$ cat config.mk
export PLATFORM = sky130hd
export DESIGN_NAME = hst_sequencer_flat
export DESIGN_NICKNAME = d
export VERILOG_FILES = /design/src/design/hst_pkg.sv /design/src/design/hst_if.sv /design/src/design/hst_sequencer.sv /design/src/flat_wrapper.sv
export SDC_FILE = /design/constraint.sdc
export NUM_CORES = 1
export LEC_CHECK = 0
export ABC_AREA = 1
export BUFFER_PORTS_ARGS = -buffer_cell sky130_fd_sc_hd__buf_2
export CAP_MARGIN = 20
export CORE_UTILIZATION = 38
export CTS_CLUSTER_SIZE = 25
export DETAILED_ROUTE_END_ITERATION = 10
export PLACE_DENSITY = 0.76
export SETUP_SLACK_MARGIN = 0.02
export SYNTH_ARGS = -nofsm -noshare
export SYNTH_HDL_FRONTEND = slang
export SYNTH_SLANG_ARGS = --single-unit
$ cat constraint.sdc
create_clock -name clk -period 4.37 [get_ports clk]
set_clock_uncertainty 0.2 [all_clocks]
set_input_delay 0.6555 -clock clk [delete_from_list [all_inputs] [get_ports clk]]
set_output_delay 0.6555 -clock clk [all_outputs]
set_load 0.1 [all_outputs]
$ cat src/design/hst_pkg.sv
// Shared types and constants for the Hermite segment tessellator.
`default_nettype none
package hst_pkg;
	localparam int CoordW  = 16;
	localparam int WeightW = 18;
	localparam int IndexW  = 7;
	localparam int ProdW   = CoordW + WeightW;
	localparam int AccW    = ProdW + 3;
	localparam int FracW   = 16;
	localparam int ShW     = AccW - FracW;

	typedef logic signed [CoordW-1:0]  coord_t;
	typedef logic signed [WeightW-1:0] weight_t;
	typedef logic signed [ProdW-1:0]   prod_t;
	typedef logic signed [AccW-1:0]    acc_t;
	typedef logic [IndexW-1:0]         index_t;

	typedef struct packed {
		coord_t p0x;
		coord_t p0y;
		coord_t p1x;
		coord_t p1y;
		coord_t m0x;
		coord_t m0y;
		coord_t m1x;
		coord_t m1y;
	} segment_t;

	typedef struct packed {
		weight_t w00;
		weight_t w10;
		weight_t w01;
		weight_t w11;
	} weights_t;

	typedef struct packed {
		segment_t seg;
		index_t   j;
		logic     last;
	} issue_t;

	typedef struct packed {
		logic   busy;
		index_t j;
	} seq_status_t;

	typedef struct packed {
		coord_t x;
		coord_t y;
		index_t j;
		logic   last;
	} point_t;
endpackage
`default_nettype wire

$ cat src/design/hst_if.sv
// Valid/ready channel interfaces for segments in and points out.
`default_nettype none
interface hst_seg_if;
	import hst_pkg::*;
	logic   valid;
	logic   ready;
	coord_t start_x;
	coord_t start_y;
	coord_t end_x;
	coord_t end_y;
	coord_t out_tangent_x;
	coord_t out_tangent_y;
	coord_t in_tangent_x;
	coord_t in_tangent_y;

	modport source (
		output valid, start_x, start_y, end_x, end_y,
		output out_tangent_x, out_tangent_y, in_tangent_x, in_tangent_y,
		input ready
	);
	modport sink (
		input valid, start_x, start_y, end_x, end_y,
		input out_tangent_x, out_tangent_y, in_tangent_x, in_tangent_y,
		output ready
	);
endinterface

`default_nettype wire

$ cat src/design/hst_sequencer.sv
// Segment holding register and sample counter that issues one sample per cycle while advance is high.
`default_nettype none
module hst_sequencer #(
	parameter int SAMPLES = 20
) (
	input  logic                  clk,
	input  logic                  arst_n,
	hst_seg_if.sink               segment,
	input  logic                  advance,
	output hst_pkg::issue_t       issue,
	output logic                  issue_valid,
	output hst_pkg::seq_status_t  status
);
	import hst_pkg::*;

	localparam int IW = $clog2(SAMPLES + 1);

	logic          busy_q;
	logic [IW-1:0] j_q;
	segment_t      seg_q;
	logic          at_end;
	logic          take;

	assign at_end        = (j_q == IW'(SAMPLES));
	assign segment.ready = !busy_q || (advance && at_end);
	assign take          = segment.valid && segment.ready;

	always_ff @(posedge clk or negedge arst_n) begin
		if (!arst_n) begin
			busy_q <= 1'b0;
			j_q    <= '0;
		end else if (take) begin
			busy_q <= 1'b1;
			j_q    <= '0;
		end else if (advance && busy_q) begin
			if (at_end) begin
				busy_q <= 1'b0;
			end else begin
				j_q <= j_q + 1'b1;
			end
		end
	end

	always_ff @(posedge clk) begin
		if (take) begin
			seg_q.p0x <= segment.start_x;
			seg_q.p0y <= segment.start_y;
			seg_q.p1x <= segment.end_x;
			seg_q.p1y <= segment.end_y;
			seg_q.m0x <= segment.out_tangent_x;
			seg_q.m0y <= segment.out_tangent_y;
			seg_q.m1x <= segment.in_tangent_x;
			seg_q.m1y <= segment.in_tangent_y;
		end
	end

	assign issue.seg   = seg_q;
	assign issue.j     = IndexW'(j_q);
	assign issue.last  = at_end;
	assign issue_valid = busy_q;
	assign status.busy = busy_q;
	assign status.j    = IndexW'(j_q);
endmodule
`default_nettype wire

$ cat src/flat_wrapper.sv
// flat-port wrapper written by rule: the top's interface ports become plain ports
module hst_sequencer_flat import hst_pkg::*;
#(
	parameter int SAMPLES = 20
)
  (clk, arst_n, advance, issue, issue_valid, status, segment_valid, segment_start_x, segment_start_y, segment_end_x, segment_end_y, segment_out_tangent_x, segment_out_tangent_y, segment_in_tangent_x, segment_in_tangent_y, segment_ready);
  hst_seg_if segment_i ();
  input  logic clk;
  input  logic arst_n;
  input  logic advance;
  output hst_pkg::issue_t issue;
  output logic issue_valid;
  output hst_pkg::seq_status_t status;
  input wire logic [$bits(segment_i.valid)-1:0] segment_valid;
  input wire logic [$bits(segment_i.start_x)-1:0] segment_start_x;
  input wire logic [$bits(segment_i.start_y)-1:0] segment_start_y;
  input wire logic [$bits(segment_i.end_x)-1:0] segment_end_x;
  input wire logic [$bits(segment_i.end_y)-1:0] segment_end_y;
  input wire logic [$bits(segment_i.out_tangent_x)-1:0] segment_out_tangent_x;
  input wire logic [$bits(segment_i.out_tangent_y)-1:0] segment_out_tangent_y;
  input wire logic [$bits(segment_i.in_tangent_x)-1:0] segment_in_tangent_x;
  input wire logic [$bits(segment_i.in_tangent_y)-1:0] segment_in_tangent_y;
  output wire logic [$bits(segment_i.ready)-1:0] segment_ready;
  assign segment_i.valid = segment_valid;
  assign segment_i.start_x = segment_start_x;
  assign segment_i.start_y = segment_start_y;
  assign segment_i.end_x = segment_end_x;
  assign segment_i.end_y = segment_end_y;
  assign segment_i.out_tangent_x = segment_out_tangent_x;
  assign segment_i.out_tangent_y = segment_out_tangent_y;
  assign segment_i.in_tangent_x = segment_in_tangent_x;
  assign segment_i.in_tangent_y = segment_in_tangent_y;
  assign segment_ready = segment_i.ready;
  hst_sequencer #(.SAMPLES(SAMPLES)) u_core (.clk(clk), .arst_n(arst_n), .segment(segment_i), .advance(advance), .issue(issue), .issue_valid(issue_valid), .status(status));
endmodule
==> results.cfg, run 1 <==
[timing]
rsz0062_at_grt = no
fin_crit_sh_pct = 65.6
setup-tns-final_ps = 0
drv_slew = 0
finalHoldViolCount = 0
tightestPinTransition_ps = 933
min_period_ps = 2860
setup_viol = 0
fmax_ghz = 0.349
relSlewSlack_pct = 37.8

[routing]
vias = 2796
avgViaCountPerCell = 4.42
routedWlPerCell_um = 16.0
ant_nets = 0
first_pass_iters = 4
drc = 0
drt_iter0_drc = 112
wirelength_mm = 10.1

[placement]
place_congestion = 0.809
dpl.cell_count = 600
place_area_mm2 = 0.00585
dp_hpwl_mm = 7.73
portBuffers = 273

[logic_synthesis]
synth_seq_cells = 134
seq_area_frac_synth_pct = 91.4
ys_warn_count = 0
avgSynthCellArea_um2 = 22.5
synth_area_mm2 = 0.00437
synth_cell_type_count = 18
synthCells = 194

[critical_path]
ff2ff_setup_slack_ps = 1730
worst_setup_path_start_kind = flip-flop
worstPathRequired_ps = 3510
cp_max_fo = 6
cp.arrival_ps = 2010
crit_type = flip-flop to output port
cp-end-kind = output port

[cts]
tritoncts = done
cts_setup_buffers = 0
ctsHoldBuffers = 1
htree_num_levels = 4
cts_buffers = 17
clockBufferDepth = 2
clockRootBuffer = clkbuf_16
clkLatencyLatePin_ps = 400
path_clk_slew_ps = 60
cts_resized = 0
cts.sinks = 134

[worst_hold_path]
hold_class = input port to flip-flop

[global_routing]
grt_start_max_net_pins = 76
grt_overflow_total = 0
track_usage_pct = 16.4
grt_pass1_vias = 2690
grt_antenna_before_repair = 0
grt_pass1_wl_mm = 13.7

[pwr]
peakVddDrop_v = 0.000605
power.leakage_nw = 2.79
p_total_mw = 3.43
p_per_area_mw_per_mm2 = 533

[floorplan]
design.die.area_mm2 = 0.0119
initial_core_util_pct = 39.6
die_w_um = 109
num_rows = 38
coreArea_mm2 = 0.0110
ios = 278
die_h_um = 109

[final_layout]
final_cells = 633
stdcell_area_mm2 = 0.00644
diodes = 0
nets = 614
final_cell_mix = 273 x buf_2, 128 x edfxtp_1, 17 x clkbuf_16
layout-drive-gt1-share_pct = 64.1
areaGrowthSynthToFinish_pct = 47.4
mostFrequentLayoutCell = buf_2

[status]
status = finished clean

[job]
cap_violations = 0
layer usage:
metal	part of all wire, %	vias up	GRT usage (%)
li1	-	1291	-
met1	36	1322	17.9
met2	53	158	27.7
met3	8.7	25	6.34
met4	2.8	0	8.10
met5	0	-	0
cell usage after synthesis, drive strengths merged:
| cell | instances | area, um2 |
|---|---|---|
| ha | 2 | 25.0 |
| conb | 1 | 3.75 |
| nand4 | 4 | 25.0 |
| buf | 12 | 93.8 |
| nand2 | 18 | 97.6 |
| edfxtp | 128 | 3840 |
| inv | 13 | 53.8 |
| nand3 | 2 | 15.0 |
| dfrtp | 6 | 150 |
| o21ai | 5 | 32.5 |
| xor2 | 1 | 8.76 |
| o21bai | 1 | 7.51 |
| nor2 | 1 | 11.3 |
layout make-up:
cell class	instances	area, um2
fill	885	4590
multi-input combinational	38	238
timing repair buffer	276	1390
clock inverter	14	153
inverter	13	57.6
sequential	134	3990
clock buffer	18	429
tap	140	175
worst paths after layout:
path,end,depth (start not counted),startpoint
setup / recovery,segment_ready,9,u_core.j_q[0]
min in group asynchronous,u_core.issue_valid,2,arst_n
setup reg to reg,u_core.issue[59],9,u_core.j_q[0]
hold / removal,u_core.issue[126],1,segment_start_x[6]
hold reg to reg,u_core.j_q[4],2,u_core.j_q[4]
max in group asynchronous,u_core.j_q[0],2,arst_n
power by group:
part           leakage (nW)  total (mW)  internal [mW]  switching [mW]
registers              1.22        1.48           1.44          0.0400
logic                  1.29       0.577          0.109           0.468
clock network         0.280        1.37          0.846           0.529
worst max-delay path, stage by stage (launching register included):
cell     delay [ps]
dfrtp_1         440
inv_1           150
ha_1            180
nand2_1          60
inv_1           100
nand2_4          70
nand2_4          80
nand2_1          50
inv_1            70
buf_2           420
flip-flops by register name, indices dropped and copies added (netlist names):
signal              flops
u_core.j_q              5
u_core.issue          128
u_core.issue_valid      1
through the flow:
stage	utilization, %	setup WS (ps)	hold slack, ps
floorplan	-	43.7	160
global placement	53.0	1870	287
detailed placement	53.0	1730	290
CTS	58.4	1470	203
global route	58.4	1320	197
finish	58.4	1510	225
kinds of logic (layout without fill, tap and decap cells):
family | count (synthesis) | count (layout) | share of synthesized area, %
flops | 134 | 134 | 91.4
simple gates | 25 | 25 | 3.41
buf+inv | 25 | 321 | 3.38
compound gates | 6 | 6 | 0.917
fa+ha+maj | 2 | 2 | 0.573
other cells | 1 | 4 | 0.0859
xor+xnor | 1 | 1 | 0.201
(Power assumes the default switching activity.)
==> run 2: changes to the inputs <==
ABC_AREA = 0   (was 1)
clock period = 2.6 ns   (was 4.37 ns; I/O delays follow)
==> results.cfg, run 2 <==
[status]
status = aborted with a tool error
haltStage = 4_1_cts
firstError = [ERROR RSZ-0060] Max buffer count reached.

[cts]
clockBufferDepth = 2
ctsHoldBuffers = 125
clockRootBuffer = clkbuf_16
htree_num_levels = 4
cts_setup_buffers = 0
cts.sinks = 134
cts_buffers = 17
cts_resized = 0

[placement]
portBuffers = 273
place_area_mm2 = 0.00587
dp_hpwl_mm = 7.39
place_ws_ps = 483
place_congestion = 0.745

[logic_synthesis]
synth_area_mm2 = 0.00434
synth_cell_type_count = 26
ys.flop_type = edfxtp_1
synth_top_area_share_pct = 88.6
avgSynthCellArea_um2 = 23.3
synth_top_area_cell = edfxtp_1
async_reset_ff_share_pct = 4.48
synth.cells.most_frequent = 128 x edfxtp_1, 11 x buf_4, 6 x dfrtp_1, 5 x inv_1
synth.area.top_cells = edfxtp_1 89%, dfrtp_1 3.5%, buf_4 1.9%
seq_area_frac_synth_pct = 92.1
synth_edf_count = 128
synth_seq_cells = 134
synthCells = 186
ys_warn_count = 0
synth.most_common_cell = edfxtp_1

[floorplan]
die_h_um = 109
die_w_um = 109
num_rows = 38
ios = 278
initial_core_util_pct = 39.5
-- run 2: cells by family after synthesis --
family          Yosys count  synth area share (%)
simple gates             15                  2.02
mux                       2                 0.462
flops                   134                  92.1
fa+ha+maj                 2                 0.577
buf+inv                  19                  2.80
other cells               1                0.0864
compound gates           13                  1.99
-- run 2: through the flow --
stage / setup TNS, ps / hold WS (ps) / instances
2_1_floorplan: -127190 / -106 / 189
3_3_place_gp: 0 / 22.6 / 590
3_5_place_dp: 0 / 24.6 / 590
==> run 3: changes to the inputs <==
CORE_AREA = 2 2 108 110   (was unset)
CORE_UTILIZATION = unset   (was 38)
CTS_CLUSTER_SIZE = unset   (was 25)
DIE_AREA = 0 0 110 112   (was unset)
PLACE_DENSITY = unset   (was 0.76)
PLACE_DENSITY_LB_ADDON = 0.15   (was unset)
SETUP_SLACK_MARGIN = unset   (was 0.02)
clock period = 3.38 ns   (was 2.6 ns; I/O delays follow)
==> results.cfg, run 3 <==
[logic_synthesis]
synth_top_family_by_area = buffers and inverters
seq_area_frac_synth_pct = 92.1
synthXorXnorAreaFrac_pct = 0
synth_adder_area_share_pct = 0.577
ys_warn_count = 0
muxShareOfSynthArea_pct = 0.461
synth_top_area_cell = edfxtp_1
synth_cell_type_count = 26
synth_area_mm2 = 0.00434
synth_compound_area_share_pct = 1.99
yosys.area_share.simple_pct = 2.02
synth_seq_cells = 134
synth.area.top_cells = edfxtp_1 89%, dfrtp_1 3.5%, buf_4 1.9%
avgSynthCellArea_um2 = 23.3
synth_edf_count = 128
synthCells = 186
synth_top_area_share_pct = 88.6
synth.cells.most_frequent = 128 x edfxtp_1, 11 x buf_4, 6 x dfrtp_1, 5 x inv_1
synth.most_common_cell = edfxtp_1
ys.flop_type = edfxtp_1
async_reset_ff_share_pct = 4.48

[routing]
drc = 0
ant_nets = 0
wirelength_mm = 10.4
drt_iter0_drc = 159
first_pass_iters = 4
avgViaCountPerCell = 4.37
routedWlPerCell_um = 16.6
vias = 2731

[final_layout]
diodes = 0
nets = 604
areaGrowthSynthToFinish_pct = 49.2
largest_reg_flops = 128
finish.utilization_pct = 57.9
layout-drive-gt1-share_pct = 65.4
final_cell_mix = 273 x buf_2, 128 x edfxtp_1, 17 x clkbuf_16
mostFrequentLayoutCell = buf_2

[cts]
clkLatencyLatePin_ps = 400
cts_setup_buffers = 0
cts.sinks = 134
path_clk_slew_ps = 60
cts_buffers = 17
tritoncts = done
htree_num_levels = 4
clockRootBuffer = clkbuf_16
clockBufferDepth = 2

[global_routing]
grt_antenna_before_repair = 1
grt_pass1_vias = 2685
grt_start_max_net_pins = 57
grt_pass1_wl_mm = 14.3
track_usage_pct = 16.4
grt_overflow_total = 0

[placement]
dp_hpwl_mm = 7.88
place_congestion = 0.734
portBuffers = 273

[worst_hold_path]
hold_class = input port to flip-flop

[critical_path]
cp_max_fo = 7
worst_setup_path_start_kind = flip-flop
cp.arrival_ps = 1940
cp-end-kind = output port
crit_type = flip-flop to output port
worstPathRequired_ps = 2670

[timing]
fmax_ghz = 0.378
timing.hold.ws_ps = 77.7
drv_slew = 0
setup-tns-final_ps = 0
finalHoldViolCount = 0
rsz0062_at_grt = no
setup_viol = 0
min_period_ps = 2640
tightestPinTransition_ps = 539
fin_crit_sh_pct = 78.2
relSlewSlack_pct = 64.3

[status]
status = finished clean

[floorplan]
initial_core_util_pct = 38.8
coreArea_mm2 = 0.0112
design.die.area_mm2 = 0.0123
num_rows = 39
ios = 278
die_h_um = 112
die_w_um = 110

[pwr]
power.leakage_nw = 2.71
p_per_area_mw_per_mm2 = 938
p_total_mw = 6.07
peakVddDrop_v = 0.00100

[job]
cap_violations = 0
## run 3: cell counts after synthesis
Identical to the previous run, type by type.
## run 3: kinds of logic (layout without fill, tap and decap cells)
kind of cell / count (synthesis) / count (layout)
buf+inv: 19 / 312
flops: 134 / 134
compound gates: 13 / 13
other cells: 1 / 4
fa+ha+maj: 2 / 2
simple gates: 15 / 15
mux: 2 / 2
## run 3: timing repair
item / CTS / global route
endpoints found under the hold margin: 6 / 0
setup endpoints to repair: 0 / 0
resized for setup: 0 / 0
hold buffers: 1 / 0
## run 3: where the power goes
group | switching (mW) | leakage [nW] | total [mW] | internal [mW]
clock | 0.646 | 0.264 | 1.79 | 1.15
sequential | 0.0966 | 1.22 | 2.16 | 2.07
combinational | 1.83 | 1.23 | 2.12 | 0.288
total | 2.57 | 2.71 | 6.07 | 3.50
## run 3: final timing paths
path / startpoint / to / slack [ps] / cells after the start
worst max-delay path: u_core.j_q[1] / issue[0] / 740 / 4
worst min-delay path: segment_start_y[6] / u_core.issue[110] / 80 / 1
worst max register to register: u_core.j_q[1] / u_core.issue[106] / 920 / 6
worst min register to register: u_core.j_q[4] / u_core.j_q[4] / 420 / 1
max in group asynchronous: arst_n / u_core.j_q[0] / 2560 / 2
min in group asynchronous: arst_n / u_core.j_q[1] / 260 / 2
## run 3: metal layers
metal / routed length, um / global-route usage, % / vias to the layer above / part of all wire [%]
met2: 5230 / 27.0 / 170 / 50
met1: 3840 / 18.0 / 1257 / 37
met3: 1060 / 6.62 / 19 / 10
met4: 221 / 8.78 / 2 / 2.1
met5: 13 / 0 / - / 0.13
li1: - / - / 1283 / -
## run 3: final cells by class
class | instances | area (um2)
flip-flops and latches | 134 | 4010
multi-input cells | 36 | 265
well taps | 143 | 179
fillers | 913 | 4700
clock buffers | 17 | 425
inverters | 5 | 21.3
clock inverters | 14 | 159
repair buffers | 276 | 1420
## run 3: critical path, cell delays in order (launching register included)
cell and delay [ps]:
dfrtp_4 510, inv_4 80, ha_4 130, and4b_1 340, buf_2 480
## run 3: metrics by stage
stage / setup WS, ps / instance area [um2] / cells
after global placement: 954 / 5880 / 593
after detailed placement: 905 / 5880 / 593
after floorplan: -214 / 4390 / 189
final: 736 / 6470 / 625
after CTS: 711 / 6470 / 625
after global routing: 638 / 6470 / 625
==> run 4: changes to the inputs <==
clock period = 2.7 ns   (was 3.38 ns; I/O delays follow)
==> results.cfg, run 4 <==
[status]
firstError = [ERROR RSZ-0060] Max buffer count reached.
status = aborted with a tool error
haltStage = 4_1_cts

[logic_synthesis]
synth.most_common_cell = edfxtp_1
synth.cells.most_frequent = 128 x edfxtp_1, 11 x buf_4, 6 x dfrtp_1, 5 x inv_1
async_reset_ff_share_pct = 4.48
synth_cell_type_count = 26
synth_area_mm2 = 0.00434
synth_top_area_share_pct = 88.6
synth_seq_cells = 134
seq_area_frac_synth_pct = 92.1
ys.flop_type = edfxtp_1
synth_edf_count = 128
ys_warn_count = 0
avgSynthCellArea_um2 = 23.3
synth.area.top_cells = edfxtp_1 89%, dfrtp_1 3.5%, buf_4 1.9%
synth_top_area_cell = edfxtp_1
synthCells = 186

[floorplan]
num_rows = 39
initial_core_util_pct = 38.8
die_h_um = 112
ios = 278
die_w_um = 110

[placement]
place_congestion = 0.752
portBuffers = 273
dpl.cell_count = 594
dp_hpwl_mm = 7.91

[cts]
cts_setup_buffers = 0
htree_num_levels = 4
cts.sinks = 134
ctsHoldBuffers = 126
clockBufferDepth = 2
cts_resized = 0
cts_buffers = 17
clockRootBuffer = clkbuf_16
## run 4: cells by family after synthesis
logic type,share of synthesized area (%)
simple gates,2.02
flops,92.1
buf+inv,2.80
mux,0.462
fa+ha+maj,0.577
other cells,0.0864
compound gates,1.99
## run 4: metrics by stage
step / setup TNS, ps / worst slack, ps / util (%) / hold WS [ps] / cell area (um2)
3_5_place_dp: 0 / 486 / 52.5 / 44.5 / 5870
2_1_floorplan: -114390 / -894 / - / -90.6 / 4390
3_3_place_gp: 0 / 543 / 52.5 / 44.7 / 5870
